$ cat src/hw/rtl/lp_pkg.sv
// Lomuto partition package: field widths, default capacity and the sequencer states.
// Used by lp_store and lomuto_partition. No dependencies.
`default_nettype none

package lp_pkg;

  localparam int unsigned DATA_W           = 32;
  localparam int unsigned START_W          = 16;
  localparam int unsigned POS_W            = 6;
  localparam int unsigned SPLIT_W          = 17;
  localparam int unsigned DEF_MAX_ELEMENTS = 64;

  typedef enum logic [2:0] {
    ST_LOAD,
    ST_SCAN_RD,
    ST_SCAN_CMP,
    ST_SCAN_SWAP,
    ST_EMIT_RD,
    ST_EMIT_LD,
    ST_EMIT_WAIT
  } lp_state_e;

endpackage

`default_nettype wire

$ cat src/hw/rtl/lp_store.sv
// Element store for the Lomuto partition block: one write port, two registered read ports.
// Depends on lp_pkg for the data width.
`default_nettype none

module lp_store #(
  parameter int unsigned DEPTH = lp_pkg::DEF_MAX_ELEMENTS,
  parameter int unsigned AW    = $clog2(DEPTH)
) (
  input  wire logic                      clk_i,
  input  wire logic                      we_i,
  input  wire logic [AW-1:0]             waddr_i,
  input  wire logic [lp_pkg::DATA_W-1:0] wdata_i,
  input  wire logic                      re_i,
  input  wire logic [AW-1:0]             raddr_a_i,
  input  wire logic [AW-1:0]             raddr_b_i,
  output logic      [lp_pkg::DATA_W-1:0] rdata_a_o,
  output logic      [lp_pkg::DATA_W-1:0] rdata_b_o
);

  logic [lp_pkg::DATA_W-1:0] mem [DEPTH];
  logic [lp_pkg::DATA_W-1:0] rdata_a_q;
  logic [lp_pkg::DATA_W-1:0] rdata_b_q;

  always_ff @(posedge clk_i) begin
    if (we_i) begin
      mem[waddr_i] <= wdata_i;
    end
  end

  // hold read data unless a read is issued
  always_ff @(posedge clk_i) begin
    if (re_i) begin
      rdata_a_q <= mem[raddr_a_i];
      rdata_b_q <= mem[raddr_b_i];
    end
  end

  assign rdata_a_o = rdata_a_q;
  assign rdata_b_o = rdata_b_q;

endmodule

`default_nettype wire

$ cat src/hw/rtl/lomuto_partition.sv
// Lomuto partition block: loads a set of signed elements, partitions it around its last
// element and streams the rearranged set out. Depends on lp_pkg and lp_store.
//
// Input channel (in_valid_i/in_ready_o): one element per item, is_last_i closes the set
// and the last kept element is the pivot. start_index_i is sampled on a set's first item.
// Up to MAX_ELEMENTS elements are kept; further items are dropped and flagged by
// overflow_o on every result of the set.
// Output channel (out_valid_o/out_ready_i): one result per stored element, in position
// order, with split_index_o = start index + final pivot offset and last_out_o on the
// final result.
// Sequence: loading writes each kept item to the store. After the closing item, the scan
// reads the element pair (scan position, low boundary) from the two-port store, compares
// against the pivot in the single signed comparator, and swaps through the one write port:
// an element above the pivot takes a read and a compare, one that moves also a swap, and a
// final read ends the scan. Each result takes a store read, an output load and a handshake
// that waits out receiver stalls; the output register holds the result until taken.
// The input is not ready from the closing item until the final result is taken.
// Reset clears the set count, overflow flag, start index and output valid; the store
// itself needs no clearing since only entries of the current set are read.
`default_nettype none

module lomuto_partition #(
  parameter int unsigned MAX_ELEMENTS = lp_pkg::DEF_MAX_ELEMENTS
) (
  input  wire logic                       clk_i,
  input  wire logic                       rst_ni,
  input  wire logic                       in_valid_i,
  output logic                            in_ready_o,
  input  wire logic [lp_pkg::DATA_W-1:0]  element_i,
  input  wire logic [lp_pkg::START_W-1:0] start_index_i,
  input  wire logic                       is_last_i,
  output logic                            out_valid_o,
  input  wire logic                       out_ready_i,
  output logic [lp_pkg::DATA_W-1:0]       element_out_o,
  output logic [lp_pkg::POS_W-1:0]        position_o,
  output logic [lp_pkg::SPLIT_W-1:0]      split_index_o,
  output logic                            overflow_o,
  output logic                            last_out_o
);

  localparam int unsigned AW = $clog2(MAX_ELEMENTS);
  localparam int unsigned CW = $clog2(MAX_ELEMENTS + 1);

  lp_pkg::lp_state_e state_q, state_d;

  logic [CW-1:0]                  fill_q;
  logic [CW-1:0]                  j_q;
  logic [CW-1:0]                  low_q;
  logic [lp_pkg::START_W-1:0]     base_q;
  logic                           ovf_q;
  logic [lp_pkg::DATA_W-1:0]      pivot_q;
  logic                           out_valid_q;
  logic [lp_pkg::DATA_W-1:0]      element_out_q;
  logic [lp_pkg::POS_W-1:0]       position_q;
  logic [lp_pkg::SPLIT_W-1:0]     split_q;
  logic                           last_q;

  logic                           in_fire;
  logic                           has_room;
  logic                           scan_done;
  logic                           le_pivot;
  logic                           last_w;
  logic [CW+lp_pkg::POS_W-1:0]    pos_ext;

  logic                           mem_we;
  logic [AW-1:0]                  mem_waddr;
  logic [lp_pkg::DATA_W-1:0]      mem_wdata;
  logic                           mem_re;
  logic [lp_pkg::DATA_W-1:0]      rd_a;
  logic [lp_pkg::DATA_W-1:0]      rd_b;

  assign in_ready_o = (state_q == lp_pkg::ST_LOAD);
  assign in_fire    = in_valid_i && in_ready_o;
  assign has_room   = (fill_q < CW'(MAX_ELEMENTS));
  assign scan_done  = (j_q == fill_q);
  assign le_pivot   = ($signed(rd_a) <= $signed(pivot_q));
  assign last_w     = ((j_q + CW'(1)) == fill_q);
  assign pos_ext    = {{lp_pkg::POS_W{1'b0}}, j_q};

  lp_store #(
    .DEPTH (MAX_ELEMENTS),
    .AW    (AW)
  ) u_store (
    .clk_i     (clk_i),
    .we_i      (mem_we),
    .waddr_i   (mem_waddr),
    .wdata_i   (mem_wdata),
    .re_i      (mem_re),
    .raddr_a_i (j_q[AW-1:0]),
    .raddr_b_i (low_q[AW-1:0]),
    .rdata_a_o (rd_a),
    .rdata_b_o (rd_b)
  );

  always_comb begin
    state_d = state_q;
    unique case (state_q)
      lp_pkg::ST_LOAD: begin
        if (in_fire && is_last_i) state_d = lp_pkg::ST_SCAN_RD;
      end
      lp_pkg::ST_SCAN_RD: begin
        state_d = scan_done ? lp_pkg::ST_EMIT_RD : lp_pkg::ST_SCAN_CMP;
      end
      lp_pkg::ST_SCAN_CMP: begin
        state_d = le_pivot ? lp_pkg::ST_SCAN_SWAP : lp_pkg::ST_SCAN_RD;
      end
      lp_pkg::ST_SCAN_SWAP: state_d = lp_pkg::ST_SCAN_RD;
      lp_pkg::ST_EMIT_RD:   state_d = lp_pkg::ST_EMIT_LD;
      lp_pkg::ST_EMIT_LD:   state_d = lp_pkg::ST_EMIT_WAIT;
      lp_pkg::ST_EMIT_WAIT: begin
        if (out_ready_i) state_d = last_q ? lp_pkg::ST_LOAD : lp_pkg::ST_EMIT_RD;
      end
      default: state_d = lp_pkg::ST_LOAD;
    endcase
  end

  // store port control
  always_comb begin
    mem_we    = 1'b0;
    mem_waddr = fill_q[AW-1:0];
    mem_wdata = element_i;
    mem_re    = 1'b0;
    unique case (state_q)
      lp_pkg::ST_LOAD: begin
        mem_we = in_fire && has_room;
      end
      lp_pkg::ST_SCAN_RD: begin
        mem_re = !scan_done;
      end
      lp_pkg::ST_SCAN_CMP: begin
        mem_we    = le_pivot;
        mem_waddr = low_q[AW-1:0];
        mem_wdata = rd_a;
      end
      lp_pkg::ST_SCAN_SWAP: begin
        mem_we    = 1'b1;
        mem_waddr = j_q[AW-1:0];
        mem_wdata = rd_b;
      end
      lp_pkg::ST_EMIT_RD: begin
        mem_re = 1'b1;
      end
      default: begin
        mem_we = 1'b0;
      end
    endcase
  end

  always_ff @(posedge clk_i or negedge rst_ni) begin
    if (!rst_ni) begin
      state_q     <= lp_pkg::ST_LOAD;
      fill_q      <= '0;
      j_q         <= '0;
      low_q       <= '0;
      base_q      <= '0;
      ovf_q       <= 1'b0;
      out_valid_q <= 1'b0;
    end else begin
      state_q <= state_d;
      unique case (state_q)
        lp_pkg::ST_LOAD: begin
          if (in_fire) begin
            if (fill_q == '0 && !ovf_q) base_q <= start_index_i;
            if (has_room) begin
              fill_q <= fill_q + CW'(1);
            end else begin
              ovf_q <= 1'b1;
            end
            j_q   <= '0;
            low_q <= '0;
          end
        end
        lp_pkg::ST_SCAN_RD: begin
          if (scan_done) j_q <= '0;
        end
        lp_pkg::ST_SCAN_CMP: begin
          if (!le_pivot) j_q <= j_q + CW'(1);
        end
        lp_pkg::ST_SCAN_SWAP: begin
          j_q   <= j_q + CW'(1);
          low_q <= low_q + CW'(1);
        end
        lp_pkg::ST_EMIT_LD: begin
          out_valid_q <= 1'b1;
        end
        lp_pkg::ST_EMIT_WAIT: begin
          if (out_ready_i) begin
            out_valid_q <= 1'b0;
            if (last_q) begin
              fill_q <= '0;
              ovf_q  <= 1'b0;
            end else begin
              j_q <= j_q + CW'(1);
            end
          end
        end
        default: begin
          j_q <= j_q;
        end
      endcase
    end
  end

  // payload registers
  always_ff @(posedge clk_i) begin
    if (in_fire && has_room) pivot_q <= element_i;
    if (state_q == lp_pkg::ST_EMIT_LD) begin
      element_out_q <= rd_a;
      position_q    <= pos_ext[lp_pkg::POS_W-1:0];
      split_q       <= {1'b0, base_q} + lp_pkg::SPLIT_W'(low_q) - lp_pkg::SPLIT_W'(1);
      last_q        <= last_w;
    end
  end

  assign out_valid_o   = out_valid_q;
  assign element_out_o = element_out_q;
  assign position_o    = position_q;
  assign split_index_o = split_q;
  assign overflow_o    = ovf_q;
  assign last_out_o    = last_q;

  a_no_overlap: assert property (@(posedge clk_i) disable iff (!rst_ni)
    in_ready_o |-> !out_valid_o)
    else $error("input ready while a result is pending");

  a_fill_bound: assert property (@(posedge clk_i) disable iff (!rst_ni)
    fill_q <= CW'(MAX_ELEMENTS))
    else $error("set count beyond capacity");

  a_low_behind_scan: assert property (@(posedge clk_i) disable iff (!rst_ni)
    (state_q == lp_pkg::ST_SCAN_RD || state_q == lp_pkg::ST_SCAN_CMP ||
     state_q == lp_pkg::ST_SCAN_SWAP) |-> (low_q <= j_q && j_q <= fill_q))
    else $error("scan pointers out of order");

  a_close_blocks_input: assert property (@(posedge clk_i) disable iff (!rst_ni)
    (in_fire && is_last_i) |=> !in_ready_o)
    else $error("input still ready after the closing item");

  a_last_reopens: assert property (@(posedge clk_i) disable iff (!rst_ni)
    (out_valid_o && out_ready_i && last_out_o) |=> (in_ready_o && fill_q == '0 && !ovf_q))
    else $error("set not cleared after final result");

endmodule

`default_nettype wire
$ cat config.mk
export PLATFORM = sky130hd
export DESIGN_NAME = lomuto_partition
export DESIGN_NICKNAME = d
export VERILOG_FILES = /design/src/hw/rtl/lp_pkg.sv /design/src/hw/rtl/lp_store.sv /design/src/hw/rtl/lomuto_partition.sv
export SDC_FILE = /design/constraint.sdc
export NUM_CORES = 2
export LEC_CHECK = 0
export BUFFER_PORTS_ARGS = -buffer_cell sky130_fd_sc_hd__buf_2
export CORE_UTILIZATION = 35
export CTS_CLUSTER_DIAMETER = 150
export DETAILED_ROUTE_END_ITERATION = 8
export PLACE_DENSITY = 0.49
export SLEW_MARGIN = 0
export SYNTH_ARGS = -nofsm -noshare
export SYNTH_HDL_FRONTEND = slang
export SYNTH_SLANG_ARGS = --single-unit
$ cat constraint.sdc
create_clock -name clk_i -period 7.3 [get_ports clk_i]
set_clock_uncertainty 0.15 [all_clocks]
set_input_delay 0.73 -clock clk_i [delete_from_list [all_inputs] [get_ports clk_i]]
set_output_delay 0.73 -clock clk_i [all_outputs]
set_load 0.02 [all_outputs]
======== Word level (Yosys, flattened, before mapping) ========
Memory sizes are Yosys's and may differ from the RTL's. A register that Yosys moved wholly into a read port is not among the register bits.
Index checks and enable logic that the tools add are counted.
W data, S select, Z words.
word-level totals
  bits in registers ....................... 130
  memory bits (writable) .................. 2048
  bits of input ports ..................... 53
  word-level logic and storage cells ...... 87
  memories kept ........................... 1
memory list
  name         words  width  read ports  clocked after memory_dff  wr ports  line            RTL
  u_store.mem  64     32     2           2                         1         lp_store.sv:20  logic [lp_pkg::DATA_W-1:0] mem [DEPTH];
cells by class
  add/subtract/negate cells ............... 5
  $lt $le $gt $ge ......................... 2
  eq/ne operators ......................... 17
  mux-type cells .......................... 31
  reduce and logical (&&, ||, !) cells .... 19
operators by type and width
  operator                 count
  $pmux W32 S2             1
  $mux W7                  9
  $pmux W7 S5              1
  $le A32 B32 Y1           1
  $pmux W7 S2              2
  $add A7 B1 Y7 const B    3
  $pmux W3 S7              1
  $add A16 B7 Y17          1
  $sub A17 B1 Y17 const B  1
  $eq A7 B7 Y1             2
  $mux W3                  4
  $ne A2 B2 Y1 const B     6
  $pmux W6 S2              1
  $reduce_and A5 Y1        2
  $eq A3 B3 Y1 const B     3
  $logic_not A7 Y1         1
  $lt A7 B7 Y1 const B     1
  $mux W1                  7
  $eq A3 B2 Y1 const B     2
  $ne A2 B1 Y1 const B     3
  $pmux W1 S2              3
  $reduce_and A2 Y1        3
  $reduce_and A6 Y1        1
  $reduce_bool A2 Y1       3
  8 further kinds          12

======== Longest topological paths before layout ========
  depth in word-level cells ............... 6
  mapped depth ............................ 18

======== Modules after synthesis ========
Synthesis repeated with hierarchy kept, for this count alone.
unflattened totals
  cells, all modules ...................... 5093
  area, all modules ....................... 103474.2 um^2
by module, submodules not included
  module            times used  cells each  area each (um^2)
  lp_store          1           4412        96301.1
  lomuto_partition  1           681         7173.1

======== Worst setup path after synthesis ========
No wires, ideal clock.
  path kind ............................... register to register
  start point ............................. reg state_q[2]
  end point ............................... mem u_store.mem[45][0] in the netlist's numbering (enable)
  library setup time ...................... 0.461 ns
  arrival time ............................ 4.913 ns
  required time ........................... 6.689 ns
  path slack .............................. 1.776 ns
  stages on the path, launching flop included .. 8
  path buffers ............................ 2
  cell sequence ........................... dfrtp_1 -> buf_2 -> nor3_2 -> nand2_1 -> nor2_2 -> o311ai_4 -> buf_4 -> nor3_1
on the way
  word-level cells in the longest chain between the ends .. 6
  elaborated cells on any way between the ends .. 9
  classes of those cells .................. eq/ne: 2; mux: 4; reduce/logical: 3
ends and longest elaborated chain
  item                             line                     RTL
  start, declared                  lomuto_partition.sv:44   lp_pkg::lp_state_e state_q, state_d;
  start signal, assigned           lomuto_partition.sv:151  state_q <= lp_pkg::ST_LOAD;
  start signal, assigned           lomuto_partition.sv:159  state_q <= state_d;
  $logic_not A3 Y1 *               lomuto_partition.sv:72   assign in_ready_o = (state_q == lp_pkg::ST_LOAD);
  net in_ready_o                   lomuto_partition.sv:28   output logic in_ready_o,
  $logic_and A1 B1 Y1              lomuto_partition.sv:73   assign in_fire = in_valid_i && in_ready_o;
  $logic_and A1 B1 Y1              lomuto_partition.sv:125  mem_we = in_fire && has_room;
  $pmux W1 S3 *                    lomuto_partition.sv:123  unique case (state_q)
  $mux W1 *                        lp_store.sv:25           if (we_i) begin
  $mux W1 (implied by the code) *  lp_store.sv:26           mem[waddr_i] <= wdata_i;
  end, declared                    lp_store.sv:20
Mark *: on every way through the listed nets, which the timed path passes. The rest lies on a longest branch.

======== Worst setup path in the final report ========
  start point ............................. reg u_store.rdata_a_q, in the netlist u_store.rdata_a_o[31] (read register of u_store.mem)
  end point ............................... mem u_store.mem[40][16] in the netlist's numbering (enable)
on the way
  word-level cells in the longest chain between the ends .. 4
ends and longest elaborated chain
  item                           line                     RTL
  start, declared                lp_store.sv:21           logic [lp_pkg::DATA_W-1:0] rdata_a_q;
  $le A32 B32 Y1                 lomuto_partition.sv:76   assign le_pivot = ($signed(rd_a) <= $signed(pivot_q));
  $pmux W1 S3                    lomuto_partition.sv:123
  $mux W1                        lp_store.sv:25
  $mux W1 (implied by the code)  lp_store.sv:26
Every way passes these cells.

==> flow_summary_export.csv <==
group,metric,value,unit
global_route,groute.usage.overall,23.8,%
floorplan,coreArea,292000,um^2
timing,grt_setup_unrepaired,"no",
timing,fin_setup_tns,0,ns
synth,async_flop_share,1.87,%
route,ant_nets,0,
floorplan,io_pins,112,
power_and_ir_drop,p_switching,16.1,mW
global_route,grt_max_degree,126,
route,dr.first_iter.drc_count,6881,
synth,synth-compound-area-share,1.00,%
synth,synth_top_area_cell,"edfxtp_1",
timing,tightestPinTransition,1.54,ns
outcome,violations,"capacitance limit, slew limit",
synth,syn_avg_cell_area,22.4,um^2
synth,synth-simple-area-share,1.26,%
placed_design,place_ws,1.55,ns
cts,cts_resized,0,
cts,htree_levels,4,
route,drcViolationCount,0,
route,vias,54900,
power_and_ir_drop,internal-power,30.5,mW
synth,synth_fa_ha_area_share,0.725,%
critical_path,startpoint_type,"flip-flop",
floorplan,rows,198,
power_and_ir_drop,power.density,395,nW/um^2
synth,synth-xor-area-share,0.230,%
timing,max-slew-margin-rel,-3.30,%
power_and_ir_drop,seqPwrFrac,37.9,%
synth,ys_seq_area_share,65.2,%
critical_path,worstPathArrival,6.28,ns
power_and_ir_drop,ir_drop,0.437,mV
cts,cts_tree,"done",
timing,hold_violations,0,
cts,clk_pin_slew,0.06,ns
cts,clkSinkCount,2242,
min_path,min_to,"pivot_q[17]",
floorplan,start_util,35.3,%
critical_path,r2r_start,"u_store.rdata_a_o[31]",
synth,synth_cell_types,62,
power_and_ir_drop,netSwitchingFraction,34.6,%
timing,fin_hold_ws,0.0762,ns
critical_path,rrSetupSlack,1.45,ns
cts,post_cts.repair.setup_buffers,0,
timing,fin_ws,1.45,ns
synth,synth_top_family_by_area,"multiplexers",
timing,fin_crit_sh,80.1,%
synth,netlist_instances,4601,
synth,yosysTopAreaCellShare,64.2,%
global_route,grt_antenna_before_repair,42,
finish,fin_area,118000,um^2
floorplan,die_h,544,um
placed_design,hpwl,223000,um
critical_path,crit_fanout,17,
placed_design,post-place-cells,8496,
cts,cts_root_buf,"clkbuf_16",
placed_design,io_buffers,111,
synth,synth_nets,4713,
finish,final_cell_mix,"edfxtp_1, mux4_2, clkbuf_16",
power_and_ir_drop,p_leak,35.4,nW
cts,clkLatencyLatePin,0.92,ns
global_route,grt_pass1_wl,481000,um
min_path,hold_path.class,"in2reg",
outcome,outcome,"finished with violations",
floorplan,die_w,544,um
route,vias_per_cell,6.10,
cts,cts_buffers,245,
synth,synth_area,103000,um^2
synth,ys_ff_latch,2242,
global_route,overflow,0,
route,drtPass1Iterations,5,
critical_path,reg2reg_to,"u_store.mem[40][16]",
synth,ys_top_cells_by_area,"edfxtp_1, mux4_2, dfrtp_1",
min_path,hp-start,"element_i[17]",
critical_path,cp.required,7.74,ns
min_path,hold_depth,1,
placed_design,routabilityCongestion,0.830,
placed_design,place_area,110000,um^2
finish,syn2layout_area_growth,14.6,%
synth,synth_edf_count,2200,
cts,clockBufferDepth,4,
finish,drive_above_1_share,42.1,%
critical_path,endpoint_kind,"flip-flop",
finish,fin_cells,8999,
cts,hold_buffers,47,
critical_path,critical_path_class,"reg2reg",
synth,synth_ff_type,"edfxtp_1",
power_and_ir_drop,combPwrFrac,35.4,%
finish,fill_cells,25600,
critical_path,ff2ff_path_depth,10,
global_route,grt_pass1_vias,54600,
finish,final_common_cell,"edfxtp_1",
finish,multi_input_area,34700,um^2
route,wl_per_cell,39.2,um
timing,min_period,5.85,ns
finish,fin_nets,5002,
timing,setup-violations-final,0,
route,drt-total-wl,353000,um
floorplan,die_area,296000,um^2
synth,synth.area.mux_share,29.8,%
power_and_ir_drop,clock_power_share,26.7,%
synth,yosysWarnings,0,
timing,slew_viol_final,4,
run,drv_cap,1,
finish,seq_area,67200,um^2
timing,fmax,171,MHz
[cell usage after synthesis, drive strengths merged (4+ instances only)]
cell type / number
clkbuf: 181
o211ai: 4
mux4: 1333
nor2b: 4
nor3: 65
buf: 161
a21oi: 36
edfxtp: 2200
xor2: 7
dfrtp: 42
nor2: 52
o31ai: 5
a32o: 5
nand3: 29
mux2: 12
nand4: 10
xnor2: 20
o21a: 7
ha: 58
or3: 4
o21ai: 84
and3: 4
nand2: 105
inv: 83
mux2i: 51
[layout make-up]
type / instances / share of cell area [%]
sequential: 2242 / 56.9
multi-input combinational: 1933 / 29.4
clock buffer: 300 / 5.46
tap: 3900 / 4.14
timing repair buffer: 384 / 2.51
clock inverter: 146 / 1.22
inverter: 84 / 0.276
antenna: 10 / 0.0212
[power groups by stage]
stage	clock network, mW	registers [mW]	logic, mW
after global routing	13.1	17.7	17.3
after detailed placement	0	17.9	16.6
after floorplan	0	17.8	10.0
after CTS	12.6	17.7	16.6
after global placement	0	17.9	16.6
final	12.4	17.6	16.5
[cells by family (layout without fill, tap and decap cells)]
kind of cell	count (synthesis)	count (layout)
adder cells (fa/ha/maj)	59	59
multiplexers	1396	1396
XOR/XNOR	27	27
other	0	10
AND/OR/NAND/NOR	285	285
buffers and inverters	426	914
AO/OA/AOI/OAI	166	166
flip-flops	2242	2242
[worst max-delay path, cell delays in order (launching register included)]
cell,delay (ns)
edfxtp_1,0.45
ha_1,0.43
nand4_2,0.21
or4_1,0.88
a31oi_1,1.22
o31ai_1,0.20
o31ai_2,0.22
o311ai_4,0.29
buf_4,0.37
nor2_4,0.78
buf_12,0.27
[registers in the layout, summed over array words and instances, names as in the netlist]
signal and count:
split_index_o 17, u_store.rdata_b_o 32, fill_q 7, j_q 7
last_out_o 1, element_out_o 32, overflow_o 1, base_q 16
out_valid_o 1, state_q 3, position_o 6, low_q 7
u_store.mem 2048, pivot_q 32, u_store.rdata_a_o 32
[how the worst max path moves through the flow]
stage                                      from             endpoint  slack, ns  depth (start not counted)
final                     u_store.rdata_a_o[31]  u_store.mem[40][16]       1.45                         10
after floorplan                      state_q[2]   u_store.mem[45][0]       1.78                          7
after detailed placement  u_store.rdata_a_o[31]  u_store.mem[61][17]       1.55                         10
after global routing      u_store.rdata_a_o[31]  u_store.mem[61][31]       1.33                         10
after CTS                 u_store.rdata_a_o[31]  u_store.mem[61][20]       1.53                         10
after global placement    u_store.rdata_a_o[31]   u_store.mem[40][8]       1.57                         10
[layer usage]
metal | share of wire (%) | GRT usage (%)
met1 | 43 | 34.7
met2 | 47 | 37.3
met3 | 7.5 | 3.81
met4 | 2.7 | 6.07
met5 | 0.031 | 0
[through the flow]
| stage | power [mW] | utilization [%] |
|---|---|---|
| 2_1_floorplan | 27.9 | - |
| 3_3_place_gp | 34.5 | 37.6 |
| 3_5_place_dp | 34.5 | 37.6 |
| 4_1_cts | 46.9 | 40.4 |
| 5_1_grt | 48.1 | 40.4 |
| 6_report | 46.6 | 40.4 |
(Power assumes the default switching activity.)
